==> src/design/tmr_pkg.sv <==
// Shared types and constants for the tachometer median rpm block.
// Holds widths, reset values, status and opcode codes and the controller structs.
// No dependencies; every other design file uses it.
package tmr_pkg;

  // Median ring geometry.
  localparam int unsigned MEDIAN_DEPTH = 5;
  localparam int unsigned RING_IDX_W   = $clog2(MEDIAN_DEPTH);
  localparam int unsigned CNT_W        = $clog2(MEDIAN_DEPTH + 1);

  // Field and register widths.
  localparam int unsigned TIME_W     = 32;
  localparam int unsigned PPR_W      = 16;
  localparam int unsigned MINP_W     = 20;
  localparam int unsigned DEN_W      = TIME_W + PPR_W;
  localparam int unsigned RPM_W      = 33;
  localparam int unsigned HELD_W     = 3;
  localparam int unsigned REG_IDX_W  = 2;
  localparam int unsigned CFG_DATA_W = 32;

  // Hundredths of rpm: 60 s * 1e6 us * 100.
  localparam logic [RPM_W-1:0] RPM_CENTI_NUM = 33'd6000000000;

  // Configuration reset values.
  localparam logic [PPR_W-1:0]  PPR_RST     = 16'd1;
  localparam logic [MINP_W-1:0] MIN_PER_RST = 20'd8000;
  localparam logic [TIME_W-1:0] TIMEOUT_RST = 32'd1500000;

  typedef enum logic {
    OP_EDGE  = 1'b0,
    OP_QUERY = 1'b1
  } opcode_e;

  typedef enum logic [1:0] {
    EDGE_FIRST    = 2'd0,
    EDGE_ACCEPTED = 2'd1,
    EDGE_GLITCH   = 2'd2,
    EDGE_QUERY    = 2'd3
  } edge_status_e;

  typedef enum logic [REG_IDX_W-1:0] {
    REG_PPR        = 2'd0,
    REG_MIN_PERIOD = 2'd1,
    REG_TIMEOUT    = 2'd2
  } reg_idx_e;

  // Commands from the controller to the datapath.
  typedef struct packed {
    logic capture;
    logic update;
    logic med_step;
    logic mul;
    logic div_start;
    logic load_out;
  } tmr_cmd_t;

  // Status from the datapath to the controller.
  typedef struct packed {
    logic med_last;
    logic div_done;
    logic out_free;
  } tmr_stat_t;

  // One result item.
  typedef struct packed {
    edge_status_e        edge_status;
    logic [RPM_W-1:0]    rpm_centi;
    logic [TIME_W-1:0]   median_period_us;
    logic [TIME_W-1:0]   recent_period_us;
    logic [TIME_W-1:0]   edge_count;
    logic [TIME_W-1:0]   glitch_count;
    logic [HELD_W-1:0]   periods_held;
  } tmr_result_t;

endpackage

==> src/design/tmr_if.sv <==
// Channel interfaces of the tachometer median rpm block: input items,
// result items and configuration writes. Depends on tmr_pkg for widths.

interface tmr_item_if;
  logic                      valid;
  logic                      ready;
  logic                      opcode;
  logic [tmr_pkg::TIME_W-1:0] time_us;

  modport source (output valid, opcode, time_us, input ready);
  modport sink   (input valid, opcode, time_us, output ready);
endinterface

interface tmr_result_if;
  logic                       valid;
  logic                       ready;
  logic [1:0]                 edge_status;
  logic [tmr_pkg::RPM_W-1:0]  rpm_centi;
  logic [tmr_pkg::TIME_W-1:0] median_period_us;
  logic [tmr_pkg::TIME_W-1:0] recent_period_us;
  logic [tmr_pkg::TIME_W-1:0] edge_count;
  logic [tmr_pkg::TIME_W-1:0] glitch_count;
  logic [tmr_pkg::HELD_W-1:0] periods_held;

  modport source (output valid, edge_status, rpm_centi, median_period_us, recent_period_us,
                  edge_count, glitch_count, periods_held, input ready);
  modport sink   (input valid, edge_status, rpm_centi, median_period_us, recent_period_us,
                  edge_count, glitch_count, periods_held, output ready);
endinterface

interface tmr_cfg_if;
  logic                           valid;
  logic                           ready;
  logic [tmr_pkg::REG_IDX_W-1:0]  reg_idx;
  logic [tmr_pkg::CFG_DATA_W-1:0] wdata;

  modport source (output valid, reg_idx, wdata, input ready);
  modport sink   (input valid, reg_idx, wdata, output ready);
endinterface

==> src/design/tmr_div.sv <==
// Restoring divider that computes RPM_CENTI_NUM / divisor, one quotient bit per cycle.
// Depends on tmr_pkg for the numerator and widths.
module tmr_div (
  input  logic                         clk_i,
  input  logic                         rst_ni,
  input  logic                         start_i,
  input  logic [tmr_pkg::DEN_W-1:0]    divisor_i,
  output logic                         done_o,
  output logic [tmr_pkg::RPM_W-1:0]    quotient_o
);
  import tmr_pkg::*;

  localparam int unsigned STEP_W = $clog2(RPM_W);

  logic [DEN_W:0]     rem_q, rem_d;
  logic [RPM_W-1:0]   num_q, num_d;
  logic [RPM_W-1:0]   quo_q, quo_d;
  logic [STEP_W-1:0]  step_q, step_d;
  logic               busy_q, busy_d;
  logic               done_q, done_d;
  logic [DEN_W:0]     trial;

  // One restoring step: shift in the next numerator bit and try a subtract.
  always_comb begin
    rem_d  = rem_q;
    num_d  = num_q;
    quo_d  = quo_q;
    step_d = step_q;
    busy_d = busy_q;
    done_d = 1'b0;
    trial  = {rem_q[DEN_W-1:0], num_q[RPM_W-1]};
    if (start_i) begin
      rem_d  = '0;
      num_d  = RPM_CENTI_NUM;
      quo_d  = '0;
      step_d = '0;
      busy_d = 1'b1;
    end else if (busy_q) begin
      num_d = {num_q[RPM_W-2:0], 1'b0};
      if (trial >= {1'b0, divisor_i}) begin
        rem_d = trial - {1'b0, divisor_i};
        quo_d = {quo_q[RPM_W-2:0], 1'b1};
      end else begin
        rem_d = trial;
        quo_d = {quo_q[RPM_W-2:0], 1'b0};
      end
      step_d = step_q + STEP_W'(1);
      if (step_q == STEP_W'(RPM_W - 1)) begin
        busy_d = 1'b0;
        done_d = 1'b1;
      end
    end
  end

  // Control flops.
  always_ff @(posedge clk_i or negedge rst_ni) begin
    if (!rst_ni) begin
      busy_q <= 1'b0;
      done_q <= 1'b0;
      step_q <= '0;
    end else begin
      busy_q <= busy_d;
      done_q <= done_d;
      step_q <= step_d;
    end
  end

  // Working registers.
  always_ff @(posedge clk_i) begin
    rem_q <= rem_d;
    num_q <= num_d;
    quo_q <= quo_d;
  end

  assign done_o     = done_q;
  assign quotient_o = quo_q;

endmodule

==> src/design/tmr_ctrl.sv <==
// Controller state machine of the tachometer median rpm block.
// Sequences capture, update, median scan, multiply, divide and output load.
// Depends on tmr_pkg for the command and status structs.
module tmr_ctrl (
  input  logic               clk_i,
  input  logic               rst_ni,
  input  logic               item_valid_i,
  output logic               item_ready_o,
  input  tmr_pkg::tmr_stat_t stat_i,
  output tmr_pkg::tmr_cmd_t  cmd_o
);
  import tmr_pkg::*;

  typedef enum logic [6:0] {
    S_IDLE     = 7'b0000001,
    S_UPDATE   = 7'b0000010,
    S_MEDIAN   = 7'b0000100,
    S_MUL      = 7'b0001000,
    S_DIV_GO   = 7'b0010000,
    S_DIV_WAIT = 7'b0100000,
    S_OUT      = 7'b1000000
  } state_e;

  state_e state_q, state_d;

  // Next state and commands.
  always_comb begin
    state_d = state_q;
    cmd_o   = '0;
    unique case (state_q)
      S_IDLE: begin
        if (item_valid_i) begin
          cmd_o.capture = 1'b1;
          state_d       = S_UPDATE;
        end
      end
      S_UPDATE: begin
        cmd_o.update = 1'b1;
        state_d      = S_MEDIAN;
      end
      S_MEDIAN: begin
        cmd_o.med_step = 1'b1;
        if (stat_i.med_last) begin
          state_d = S_MUL;
        end
      end
      S_MUL: begin
        cmd_o.mul = 1'b1;
        state_d   = S_DIV_GO;
      end
      S_DIV_GO: begin
        cmd_o.div_start = 1'b1;
        state_d         = S_DIV_WAIT;
      end
      S_DIV_WAIT: begin
        if (stat_i.div_done) begin
          state_d = S_OUT;
        end
      end
      S_OUT: begin
        if (stat_i.out_free) begin
          cmd_o.load_out = 1'b1;
          state_d        = S_IDLE;
        end
      end
      default: begin
        state_d = S_IDLE;
      end
    endcase
  end

  always_ff @(posedge clk_i or negedge rst_ni) begin
    if (!rst_ni) begin
      state_q <= S_IDLE;
    end else begin
      state_q <= state_d;
    end
  end

  assign item_ready_o = (state_q == S_IDLE);

endmodule

==> src/design/tmr_datapath.sv <==
// Datapath of the tachometer median rpm block: configuration registers, edge
// state, period ring, median scan, rpm multiply and divide, result register.
// Depends on tmr_pkg and instantiates tmr_div.
module tmr_datapath (
  input  logic                            clk_i,
  input  logic                            rst_ni,
  input  tmr_pkg::tmr_cmd_t               cmd_i,
  output tmr_pkg::tmr_stat_t              stat_o,
  input  logic                            opcode_i,
  input  logic [tmr_pkg::TIME_W-1:0]      time_us_i,
  input  logic                            cfg_we_i,
  input  logic [tmr_pkg::REG_IDX_W-1:0]   cfg_idx_i,
  input  logic [tmr_pkg::CFG_DATA_W-1:0]  cfg_data_i,
  output tmr_pkg::tmr_result_t            res_o,
  output logic                            res_valid_o,
  input  logic                            res_ready_i
);
  import tmr_pkg::*;

  // Configuration registers.
  logic [PPR_W-1:0]  ppr_q;
  logic [MINP_W-1:0] min_per_q;
  logic [TIME_W-1:0] timeout_q;

  // Captured item.
  logic              op_q;
  logic [TIME_W-1:0] now_q;

  // Edge tracking state.
  logic [TIME_W-1:0]     ring_q [MEDIAN_DEPTH];
  logic [RING_IDX_W-1:0] wr_idx_q;
  logic [CNT_W-1:0]      count_q;
  logic [TIME_W-1:0]     last_edge_q;
  logic                  have_ref_q;
  logic [TIME_W-1:0]     latest_q;
  logic [TIME_W-1:0]     edges_q;
  logic [TIME_W-1:0]     glitches_q;
  edge_status_e          status_q;

  // Median scan and rpm.
  logic [RING_IDX_W-1:0] med_k_q;
  logic [TIME_W-1:0]     med_q;
  logic [DEN_W-1:0]      den_q;
  logic                  rpm_ok_q;
  logic [TIME_W-1:0]     cand;
  logic [CNT_W-1:0]      cand_pos;
  logic [TIME_W-1:0]     dt;
  logic [TIME_W-1:0]     since_edge;
  logic                  div_done;
  logic [RPM_W-1:0]      quotient;

  // Result register.
  tmr_result_t res_q;
  logic        res_valid_q;

  assign dt         = now_q - last_edge_q;
  assign since_edge = now_q - last_edge_q;

  // Configuration writes; unknown indexes are dropped.
  always_ff @(posedge clk_i or negedge rst_ni) begin
    if (!rst_ni) begin
      ppr_q     <= PPR_RST;
      min_per_q <= MIN_PER_RST;
      timeout_q <= TIMEOUT_RST;
    end else if (cfg_we_i) begin
      case (cfg_idx_i)
        REG_PPR:        ppr_q     <= cfg_data_i[PPR_W-1:0];
        REG_MIN_PERIOD: min_per_q <= cfg_data_i[MINP_W-1:0];
        REG_TIMEOUT:    timeout_q <= cfg_data_i[TIME_W-1:0];
        default:        ;
      endcase
    end
  end

  // Item capture.
  always_ff @(posedge clk_i) begin
    if (cmd_i.capture) begin
      op_q  <= opcode_i;
      now_q <= time_us_i;
    end
  end

  // Edge processing: first edge, glitch rejection or a new period.
  always_ff @(posedge clk_i or negedge rst_ni) begin
    if (!rst_ni) begin
      for (int i = 0; i < MEDIAN_DEPTH; i++) begin
        ring_q[i] <= '0;
      end
      wr_idx_q    <= '0;
      count_q     <= '0;
      last_edge_q <= '0;
      have_ref_q  <= 1'b0;
      latest_q    <= '0;
      edges_q     <= '0;
      glitches_q  <= '0;
      status_q    <= EDGE_QUERY;
    end else if (cmd_i.update) begin
      if (op_q == OP_QUERY) begin
        status_q <= EDGE_QUERY;
      end else begin
        edges_q <= edges_q + TIME_W'(1);
        if (!have_ref_q) begin
          have_ref_q  <= 1'b1;
          last_edge_q <= now_q;
          status_q    <= EDGE_FIRST;
        end else if (dt < TIME_W'(min_per_q)) begin
          glitches_q <= glitches_q + TIME_W'(1);
          status_q   <= EDGE_GLITCH;
        end else begin
          latest_q         <= dt;
          ring_q[wr_idx_q] <= dt;
          wr_idx_q         <= (wr_idx_q == RING_IDX_W'(MEDIAN_DEPTH - 1)) ? '0
                              : wr_idx_q + RING_IDX_W'(1);
          if (count_q < CNT_W'(MEDIAN_DEPTH)) begin
            count_q <= count_q + CNT_W'(1);
          end
          last_edge_q <= now_q;
          status_q    <= EDGE_ACCEPTED;
        end
      end
    end
  end

  // Sorted position of the candidate entry: smaller entries plus equal
  // entries that sit earlier in the ring, so ties keep a stable order.
  assign cand = ring_q[med_k_q];
  always_comb begin
    cand_pos = '0;
    for (int j = 0; j < MEDIAN_DEPTH; j++) begin
      if (CNT_W'(j) < count_q) begin
        if ((ring_q[j] < cand) ||
            ((ring_q[j] == cand) && (RING_IDX_W'(j) < med_k_q))) begin
          cand_pos = cand_pos + CNT_W'(1);
        end
      end
    end
  end

  // Median scan, one candidate per cycle.
  always_ff @(posedge clk_i) begin
    if (cmd_i.update) begin
      med_k_q <= '0;
      med_q   <= '0;
    end else if (cmd_i.med_step) begin
      med_k_q <= med_k_q + RING_IDX_W'(1);
      if ((CNT_W'(med_k_q) < count_q) && (cand_pos == (count_q >> 1))) begin
        med_q <= cand;
      end
    end
  end

  // Divisor and validity of the rpm reading.
  always_ff @(posedge clk_i) begin
    if (cmd_i.mul) begin
      den_q    <= DEN_W'(med_q) * DEN_W'(ppr_q);
      rpm_ok_q <= (count_q != '0) && (ppr_q != '0) && (med_q != '0) &&
                  (since_edge <= timeout_q);
    end
  end

  tmr_div u_div (
    .clk_i      (clk_i),
    .rst_ni     (rst_ni),
    .start_i    (cmd_i.div_start),
    .divisor_i  (den_q),
    .done_o     (div_done),
    .quotient_o (quotient)
  );

  // Result register; the next item may run while this one waits.
  always_ff @(posedge clk_i or negedge rst_ni) begin
    if (!rst_ni) begin
      res_valid_q <= 1'b0;
    end else if (cmd_i.load_out) begin
      res_valid_q <= 1'b1;
    end else if (res_ready_i) begin
      res_valid_q <= 1'b0;
    end
  end

  always_ff @(posedge clk_i) begin
    if (cmd_i.load_out) begin
      res_q.edge_status      <= status_q;
      res_q.rpm_centi        <= rpm_ok_q ? quotient : '0;
      res_q.median_period_us <= med_q;
      res_q.recent_period_us <= latest_q;
      res_q.edge_count       <= edges_q;
      res_q.glitch_count     <= glitches_q;
      res_q.periods_held     <= HELD_W'(count_q);
    end
  end

  assign stat_o.med_last = (med_k_q == RING_IDX_W'(MEDIAN_DEPTH - 1));
  assign stat_o.div_done = div_done;
  assign stat_o.out_free = !res_valid_q || res_ready_i;
  assign res_o           = res_q;
  assign res_valid_o     = res_valid_q;

endmodule

==> src/design/tachometer_median_rpm.sv <==
// Tachometer period filter with median speed readout, top level.
// Depends on tmr_pkg, tmr_if, tmr_ctrl and tmr_datapath.
// Usage:
//   item_i carries a tach edge (opcode 0) or a speed query (opcode 1) with a
//   microsecond timestamp. Each transfer on item_i yields exactly one transfer
//   on result_o with status, rpm in hundredths, median and latest period, edge
//   and glitch counts and the number of held periods.
//   cfg_i writes the pulses per revolution (index 0), min_period_us (1) and
//   timeout_us (2); it is always ready and must only be used while no item is in flight.
// Processing order and throughput:
//   After its item transfer, an item passes through an update step, a median
//   scan of the ring, one multiply, one divider start, a 33-step restoring
//   divider (one quotient bit per cycle), a wait to see it finish and one load.
//   item_i is ready again the cycle after the load, so a new item is taken only
//   once the previous one has been loaded into the result register.
// Reset and stall:
//   Reset clears all counters, the period ring and the reference edge, and
//   loads the register defaults. If result_o stalls, the finished result waits
//   in its output register and the next item may still be taken; that item
//   then waits before its own result load until the register is free.
module tachometer_median_rpm (
  input  logic         clk_i,
  input  logic         rst_ni,
  tmr_cfg_if.sink      cfg_i,
  tmr_item_if.sink     item_i,
  tmr_result_if.source result_o
);
  import tmr_pkg::*;

  tmr_cmd_t    cmd;
  tmr_stat_t   stat;
  tmr_result_t res;
  logic        item_ready;
  logic        res_valid;

  assign cfg_i.ready  = 1'b1;
  assign item_i.ready = item_ready;

  tmr_ctrl u_ctrl (
    .clk_i        (clk_i),
    .rst_ni       (rst_ni),
    .item_valid_i (item_i.valid),
    .item_ready_o (item_ready),
    .stat_i       (stat),
    .cmd_o        (cmd)
  );

  tmr_datapath u_datapath (
    .clk_i       (clk_i),
    .rst_ni      (rst_ni),
    .cmd_i       (cmd),
    .stat_o      (stat),
    .opcode_i    (item_i.opcode),
    .time_us_i   (item_i.time_us),
    .cfg_we_i    (cfg_i.valid),
    .cfg_idx_i   (cfg_i.reg_idx),
    .cfg_data_i  (cfg_i.wdata),
    .res_o       (res),
    .res_valid_o (res_valid),
    .res_ready_i (result_o.ready)
  );

  // Result channel.
  assign result_o.valid            = res_valid;
  assign result_o.edge_status      = res.edge_status;
  assign result_o.rpm_centi        = res.rpm_centi;
  assign result_o.median_period_us = res.median_period_us;
  assign result_o.recent_period_us = res.recent_period_us;
  assign result_o.edge_count       = res.edge_count;
  assign result_o.glitch_count     = res.glitch_count;
  assign result_o.periods_held     = res.periods_held;

  // An item transfer starts work, so the input closes on the next cycle.
  a_busy_after_take: assert property (@(posedge clk_i) disable iff (!rst_ni)
    (item_i.valid && item_i.ready) |=> !item_i.ready)
    else $error("item input still ready after a transfer");

  // The ring never reports more periods than it holds.
  a_held_bound: assert property (@(posedge clk_i) disable iff (!rst_ni)
    result_o.valid |-> (result_o.periods_held <= HELD_W'(MEDIAN_DEPTH)))
    else $error("periods_held beyond ring depth");

  // A nonzero speed needs a held, nonzero median.
  a_rpm_needs_median: assert property (@(posedge clk_i) disable iff (!rst_ni)
    (result_o.valid && (result_o.rpm_centi != '0)) |->
      ((result_o.median_period_us != '0) && (result_o.periods_held != '0)))
    else $error("rpm reported without a median period");

endmodule

==> src/flat_wrapper.sv <==
// flat-port wrapper written by rule: the top's interface ports become plain ports
module tachometer_median_rpm_flat import tmr_pkg::*;
  (clk_i, rst_ni, cfg_i_valid, cfg_i_reg_idx, cfg_i_wdata, cfg_i_ready, item_i_valid, item_i_opcode, item_i_time_us, item_i_ready, result_o_valid, result_o_edge_status, result_o_rpm_centi, result_o_median_period_us, result_o_recent_period_us, result_o_edge_count, result_o_glitch_count, result_o_periods_held, result_o_ready);
  tmr_cfg_if cfg_i_i ();
  tmr_item_if item_i_i ();
  tmr_result_if result_o_i ();
  input  logic clk_i;
  input  logic rst_ni;
  input wire logic [$bits(cfg_i_i.valid)-1:0] cfg_i_valid;
  input wire logic [$bits(cfg_i_i.reg_idx)-1:0] cfg_i_reg_idx;
  input wire logic [$bits(cfg_i_i.wdata)-1:0] cfg_i_wdata;
  output wire logic [$bits(cfg_i_i.ready)-1:0] cfg_i_ready;
  input wire logic [$bits(item_i_i.valid)-1:0] item_i_valid;
  input wire logic [$bits(item_i_i.opcode)-1:0] item_i_opcode;
  input wire logic [$bits(item_i_i.time_us)-1:0] item_i_time_us;
  output wire logic [$bits(item_i_i.ready)-1:0] item_i_ready;
  output wire logic [$bits(result_o_i.valid)-1:0] result_o_valid;
  output wire logic [$bits(result_o_i.edge_status)-1:0] result_o_edge_status;
  output wire logic [$bits(result_o_i.rpm_centi)-1:0] result_o_rpm_centi;
  output wire logic [$bits(result_o_i.median_period_us)-1:0] result_o_median_period_us;
  output wire logic [$bits(result_o_i.recent_period_us)-1:0] result_o_recent_period_us;
  output wire logic [$bits(result_o_i.edge_count)-1:0] result_o_edge_count;
  output wire logic [$bits(result_o_i.glitch_count)-1:0] result_o_glitch_count;
  output wire logic [$bits(result_o_i.periods_held)-1:0] result_o_periods_held;
  input wire logic [$bits(result_o_i.ready)-1:0] result_o_ready;
  assign cfg_i_i.valid = cfg_i_valid;
  assign cfg_i_i.reg_idx = cfg_i_reg_idx;
  assign cfg_i_i.wdata = cfg_i_wdata;
  assign cfg_i_ready = cfg_i_i.ready;
  assign item_i_i.valid = item_i_valid;
  assign item_i_i.opcode = item_i_opcode;
  assign item_i_i.time_us = item_i_time_us;
  assign item_i_ready = item_i_i.ready;
  assign result_o_valid = result_o_i.valid;
  assign result_o_edge_status = result_o_i.edge_status;
  assign result_o_rpm_centi = result_o_i.rpm_centi;
  assign result_o_median_period_us = result_o_i.median_period_us;
  assign result_o_recent_period_us = result_o_i.recent_period_us;
  assign result_o_edge_count = result_o_i.edge_count;
  assign result_o_glitch_count = result_o_i.glitch_count;
  assign result_o_periods_held = result_o_i.periods_held;
  assign result_o_i.ready = result_o_ready;
  tachometer_median_rpm u_core (.clk_i(clk_i), .rst_ni(rst_ni), .cfg_i(cfg_i_i), .item_i(item_i_i), .result_o(result_o_i));
endmodule
==> config.mk <==
export PLATFORM = sky130hd
export DESIGN_NAME = tachometer_median_rpm_flat
export DESIGN_NICKNAME = d
export VERILOG_FILES = /design/src/design/tmr_pkg.sv /design/src/design/tmr_if.sv /design/src/design/tmr_div.sv /design/src/design/tmr_ctrl.sv /design/src/design/tmr_datapath.sv /design/src/design/tachometer_median_rpm.sv /design/src/flat_wrapper.sv
export SDC_FILE = /design/constraint.sdc
export NUM_CORES = 2
export LEC_CHECK = 0
export BUFFER_PORTS_ARGS = -buffer_cell sky130_fd_sc_hd__buf_4
export CAP_MARGIN = 5
export CELL_PAD_IN_SITES_DETAIL_PLACEMENT = 0
export CELL_PAD_IN_SITES_GLOBAL_PLACEMENT = 1
export CORE_MARGIN = 2
export CORE_UTILIZATION = 51
export CTS_CLUSTER_SIZE = 14
export DETAILED_ROUTE_END_ITERATION = 7
export PLACE_DENSITY = 0.81
export SLEW_MARGIN = 5
export SYNTH_ARGS = -nofsm -noshare
export SYNTH_HDL_FRONTEND = slang
export SYNTH_HIERARCHICAL = 1
export SYNTH_SLANG_ARGS = --single-unit
==> constraint.sdc <==
create_clock -name clk_i -period 13.7 [get_ports clk_i]
set_clock_uncertainty 0.15 [all_clocks]
set_input_delay 4.11 -clock clk_i [delete_from_list [all_inputs] [get_ports clk_i]]
set_output_delay 4.11 -clock clk_i [all_outputs]
set_load 0.05 [all_outputs]
---- Word-level counts from Yosys, hierarchy flattened ----
Cells that the tools add are included.
W data, S select, Z words.
word-level totals
  word-level logic and storage cells ...... 180
  bits of input ports ..................... 72
  register bits after elaboration ......... 768
operators by class
  $add $sub $neg .......................... 12
  reductions and logical operators ........ 33
  equality and inequality tests ........... 23
  bitwise gates (word level) .............. 4
  multiplexer cells ....................... 47
  magnitude comparators ................... 23
  $mul .................................... 1
operators with widths
  kind                     count
  $bwmux W160              1
  $eq A32 B32 Y1           5
  $lt A32 B32 Y1           5
  $mux W32                 5
  $bmux W32 S3             1
  $demux W32 S3            1
  $add A32 B1 Y32 const B  2
  $ge A49 B48 Y1           1
  $pmux W7 S7              1
  $mul A32 B16 Y48         1
  $mux W48                 1
  $sub A48 B48 Y48         1
  $le A32 B32 Y1           1
  $lt A32 B20 Y1           1
  $reduce_bool A32 Y1      1
  $sub A32 B32 Y32         1
  $mux W7                  4
  $mux W3                  9
  $add A3 B1 Y3 const B    7
  $mux W1                  19
  $reduce_bool A16 Y1      1
  $lt A1 B3 Y1 const A     4
  $lt A2 B3 Y1 const A     4
  $mux W6                  2
  33 further kinds         64

---- Depth between registers and ports, before layout ----
  word-level depth ........................ 24
  gate-level depth with buffers ........... 35

---- Modules after synthesis ----
Netlist, hierarchy kept.
by module, submodules not included
  module                 instances  cells each  area each (um^2)
  tmr_datapath           1          4,426       47,720.8
  tmr_div                1          900         7,335.8
  tmr_ctrl               1          44          440.4
  tachometer_median_rpm  1          2           11.3

---- Worst setup path after synthesis ----
No wires, ideal clock.
  path type ............................... input -> register
  start ................................... in result_o_ready
  end ..................................... reg, netlist name u_core/u_datapath/res_o[0]
  path buffers ............................ 0
  arrival time ............................ 8.074 ns
  data required time ...................... 13.007 ns
  setup slack ............................. 4.933 ns
  stages on the path ...................... 2
  path through ............................ nand2b_1 > and4_1
RTL lines
  what         line                text
  from (decl)  flat_wrapper.sv:25  input wire logic [$bits(result_o_i.ready)-1:0] result_o_ready;

---- Final worst setup path ----
  start ................................... reg u_core.u_datapath.med_k_q[0]
  end ..................................... reg u_core.u_datapath.med_q[15]
on the way
  cells in the longest elaborated chain, start to end .. 24
  elaborated cells on any way between the ends .. 47
  those cells by class .................... add/sub (4); order compare (11); eq/ne (6); mux (13); bitwise (1); reduce/logical (12)
RTL lines
  what                                                     line                 text
  from (decl)                                              tmr_datapath.sv:41   logic [RING_IDX_W-1:0] med_k_q;
  from (signal assigned)                                   tmr_datapath.sv:145  med_k_q <= med_k_q + RING_IDX_W'(1);
  branches (longest 24 deep; another with $lt A32 B32 Y1)  -
  to (signal assigned)                                     tmr_datapath.sv:147  med_q <= cand;
  to (decl)                                                tmr_datapath.sv:42   logic [TIME_W-1:0] med_q;
Parallel ways; which one is timed is not known. The select of a mux whose other input is x is not followed.
A chain may end at the register's enable or synchronous reset.

==> out/metrics.csv <==
metric,value,unit
postCtsSetupRepairBufs,0,
p_leak,0.0284,uW
vias_per_cell,5.63,
grt.overflow.total,0,
gp_congestion,0.889,
rsz0062_at_grt,false,
antenna_found_initial,2,
rr_startpoint,u_core/u_datapath/med_k_q[0],
layout_commonest_cell,inv_1,
drive_above_1_share,0.142,
yosys_most_used_dff,dfrtp_1,
path_class,register to register,
numCtsBuffers,84,
yosys_warnings,6,
relSlewSlack,0.0835,
cp.arrival,8.85,ns
worst-path-max-fanout,63,
cts_sinks,768,
grt_pass1_wl,228000,um
utilization,0.567,
rows,121,
track_usage,0.260,
outcome,"complete, no violations",
yosysUniqueCellTypes,99,
yosysSeqAreaShare,0.357,
drt_iter0_drc,2586,
fin_crit_sh,0.617,
clk_path_buf_depth,3,
hold_path.class,register to register,
avgRoutedWirePerCell,20.3,um
critPathTopFamily,compound AO/OA/AOI/OAI gates,
synthTopCellsByArea,"dfrtp_1 (16%), fa_1 (15%), edfxtp_1 (13%)",
timing.hold.ws,0.295,ns
synthCells,5372,
die_area,111000,um^2
final_area,61500,um^2
layout_min_cycle_time,8.46,ns
die_height,334,um
portBuffers,239,
crit_start,u_core/u_datapath/med_k_q[0],
worstReg2RegEnd,u_core/u_datapath/med_q[15],
synth_top_area_share,0.163,
clk_latency,0.67,ns
peakVddDrop,0.189,mV
area_delta_synth_final,10.7,%
root_buffer,clkbuf_16,
path_depth,33,
fmax,118,MHz
setup_viol,0,
cts_tree,built,
cp.required,14.10,ns
synth_edf_count,248,
core,108000,um^2
rrSetupSlack,5.24,ns
max_stage_delay,0.76,ns
start_kind,register,
clkTransAtPathRegs,0.06,ns
tightest_slew,1.37,ns
cpMostUsedCell,ha_1,
syn_area,55500,um^2
critical-path-slowest-cell,dfxtp_4,
initial_core_util,0.512,
place_area,58700,um^2
async_reset_ff_frac,0.496,
vias,39500,
hold_violations,0,
synth_seq_cells,768,
synth_nets,6290,
htreeDepth,3,
worst_setup_path_end_kind,register,
cts_resized,0,
postCtsHoldBufs,0,
r2r_cells,33,
endpoint,u_core/u_datapath/med_q[15],
max_cap_violations,0,
slew_violations,0,
final_cell_mix,"inv_1 (696), nand2_1 (527), ha_1 (426)",
grt_max_degree,88,
ant_nets,0,
dp_hpwl,103000,um
dr.pass1.iters,5,
io_pins,241,
cp_num_buf_inv,2,
powerDensity,214,nW/um^2
setup-tns-final,0,ns
syn_area_per_cell,10.3,um^2
grt_pass1_vias,40400,
yosys.area.top_type,dfrtp_1,
drc,0,
nNetsFinal,6453,
hold_start,u_core/u_datapath/latest_q[18],
finalWirelength,142000,um
fp.dieW,334,um
-- stage by stage --
stage / cells / power, uW / setup WS [ns]
after floorplan: 5372 / 8500 / 4.93
after global placement: 6863 / 10700 / 5.46
after detailed placement: 6863 / 10800 / 5.47
after CTS: 7021 / 13200 / 5.33
after global routing: 7021 / 14300 / 4.71
final: 7023 / 13100 / 5.24
-- power by group --
part	internal [uW]	total [uW]	switching (uW)
logic	2940	7680	4730
registers	2850	3210	359
clock network	1280	2250	972
-- synthesized netlist by cell type, types with 6 or more instances --
library cell and n:
buf_2 8, a21oi_1 232, a211oi_1 87, nor3_1 42
a211o_1 9, nor4_1 37, or4_1 10, o22a_1 33
nand2b_1 24, nor2_1 290, a31oi_1 23, o21bai_1 26
mux2_2 283, nand2_1 527, xnor2_1 106, nand4_1 71
o2111ai_1 7, or3_1 14, fa_1 420, dfstp_2 20
o211ai_1 14, inv_1 696, edfxtp_1 248, buf_6 8
a21boi_0 10, clkbuf_1 196, o21ai_0 129, nor3b_1 10
dfrtp_1 361, and3_1 25, xor2_1 75, buf_1 24
dfxtp_1 139, a21o_1 106, and2_1 213, and4_1 11
buf_4 8, mux2i_1 160, nand3_1 69, nor2b_1 26
nand3b_1 6, ha_1 426, a221o_1 7, o21a_1 26
-- worst reg2reg max path: cells and delay by family (launching register included) --
kind                     cells  cell delay [ns]
AO/OA/AOI/OAI               16             2.87
adder cells (fa/ha/maj)      5             1.27
buffers and inverters        2             1.21
multiplexers                 3             0.84
AND/OR/NAND/NOR              6             0.84
flip-flops                   1             0.76
XOR/XNOR                     1             0.39
-- area by class of cell --
cell class	count	area, um^2
Inverter	698	2620
Sequential cell	768	19800
Antenna cell	2	5.00
Clock inverter	49	453
Fill cell	9461	46900
Clock buffer	109	2280
Timing Repair Buffer	322	2420
Tap cell	1414	1770
Multi-Input combinational cell	3661	32100
-- kinds of logic (layout without fill, tap and decap cells) --
logic type                 Yosys count  after routing  share of synthesized area
and+or+nand+nor                   1406           1406                      0.122
buffers and inverters              943           1178                     0.0656
adders and majority gates          846            846                      0.247
AOI/OAI and AO/OA                  779            779                     0.0926
DFF                                768            768                      0.357
muxes                              446            446                     0.0869
xor gates and xnor gates           183            183                     0.0294
other                                1              3                  0.0000676
-- per-layer routing --
layer	global-route usage	up-vias	wire [um]
li1	-	18400	-
met1	0.382	19700	67000
met2	0.391	1203	61300
met3	0.0514	202	10300
met4	0.0700	2	3620
met5	0	-	7
-- worst min-delay path by stage --
stage | endpoint | slack [ns] | cells past startpoint
floorplan | u_core/u_datapath/res_o[108] | 0.26 | 0
global placement | u_core/u_datapath/res_o[71] | 0.28 | 0
detailed placement | u_core/u_datapath/res_o[72] | 0.28 | 0
CTS | u_core/u_datapath/res_o[91] | 0.29 | 0
global route | u_core/u_datapath/res_o[91] | 0.30 | 0
finish | u_core/u_datapath/res_o[85] | 0.29 | 0
-- flip-flops by register name, indices dropped and copies added, names as in the netlist, 6 cells and up --
register,count
u_core/u_datapath/now_q,32
u_core/u_ctrl/state_q,7
u_core/u_datapath/glitches_q,32
u_core/u_datapath/res_o,166
u_core/u_datapath/u_div/rem_q,48
u_core/u_datapath/min_per_q,20
u_core/u_datapath/u_div/quotient_o,33
u_core/u_datapath/u_div/step_q,6
u_core/u_datapath/latest_q,32
u_core/u_datapath/med_q,32
u_core/u_datapath/timeout_q,32
u_core/u_datapath/den_q,48
u_core/u_datapath/ppr_q,16
u_core/u_datapath/last_edge_q,32
u_core/u_datapath/u_div/num_q,23
u_core/u_datapath/edges_q,32
u_core/u_datapath/ring_q,160
No activity file was read; power rests on OpenSTA's default activity.
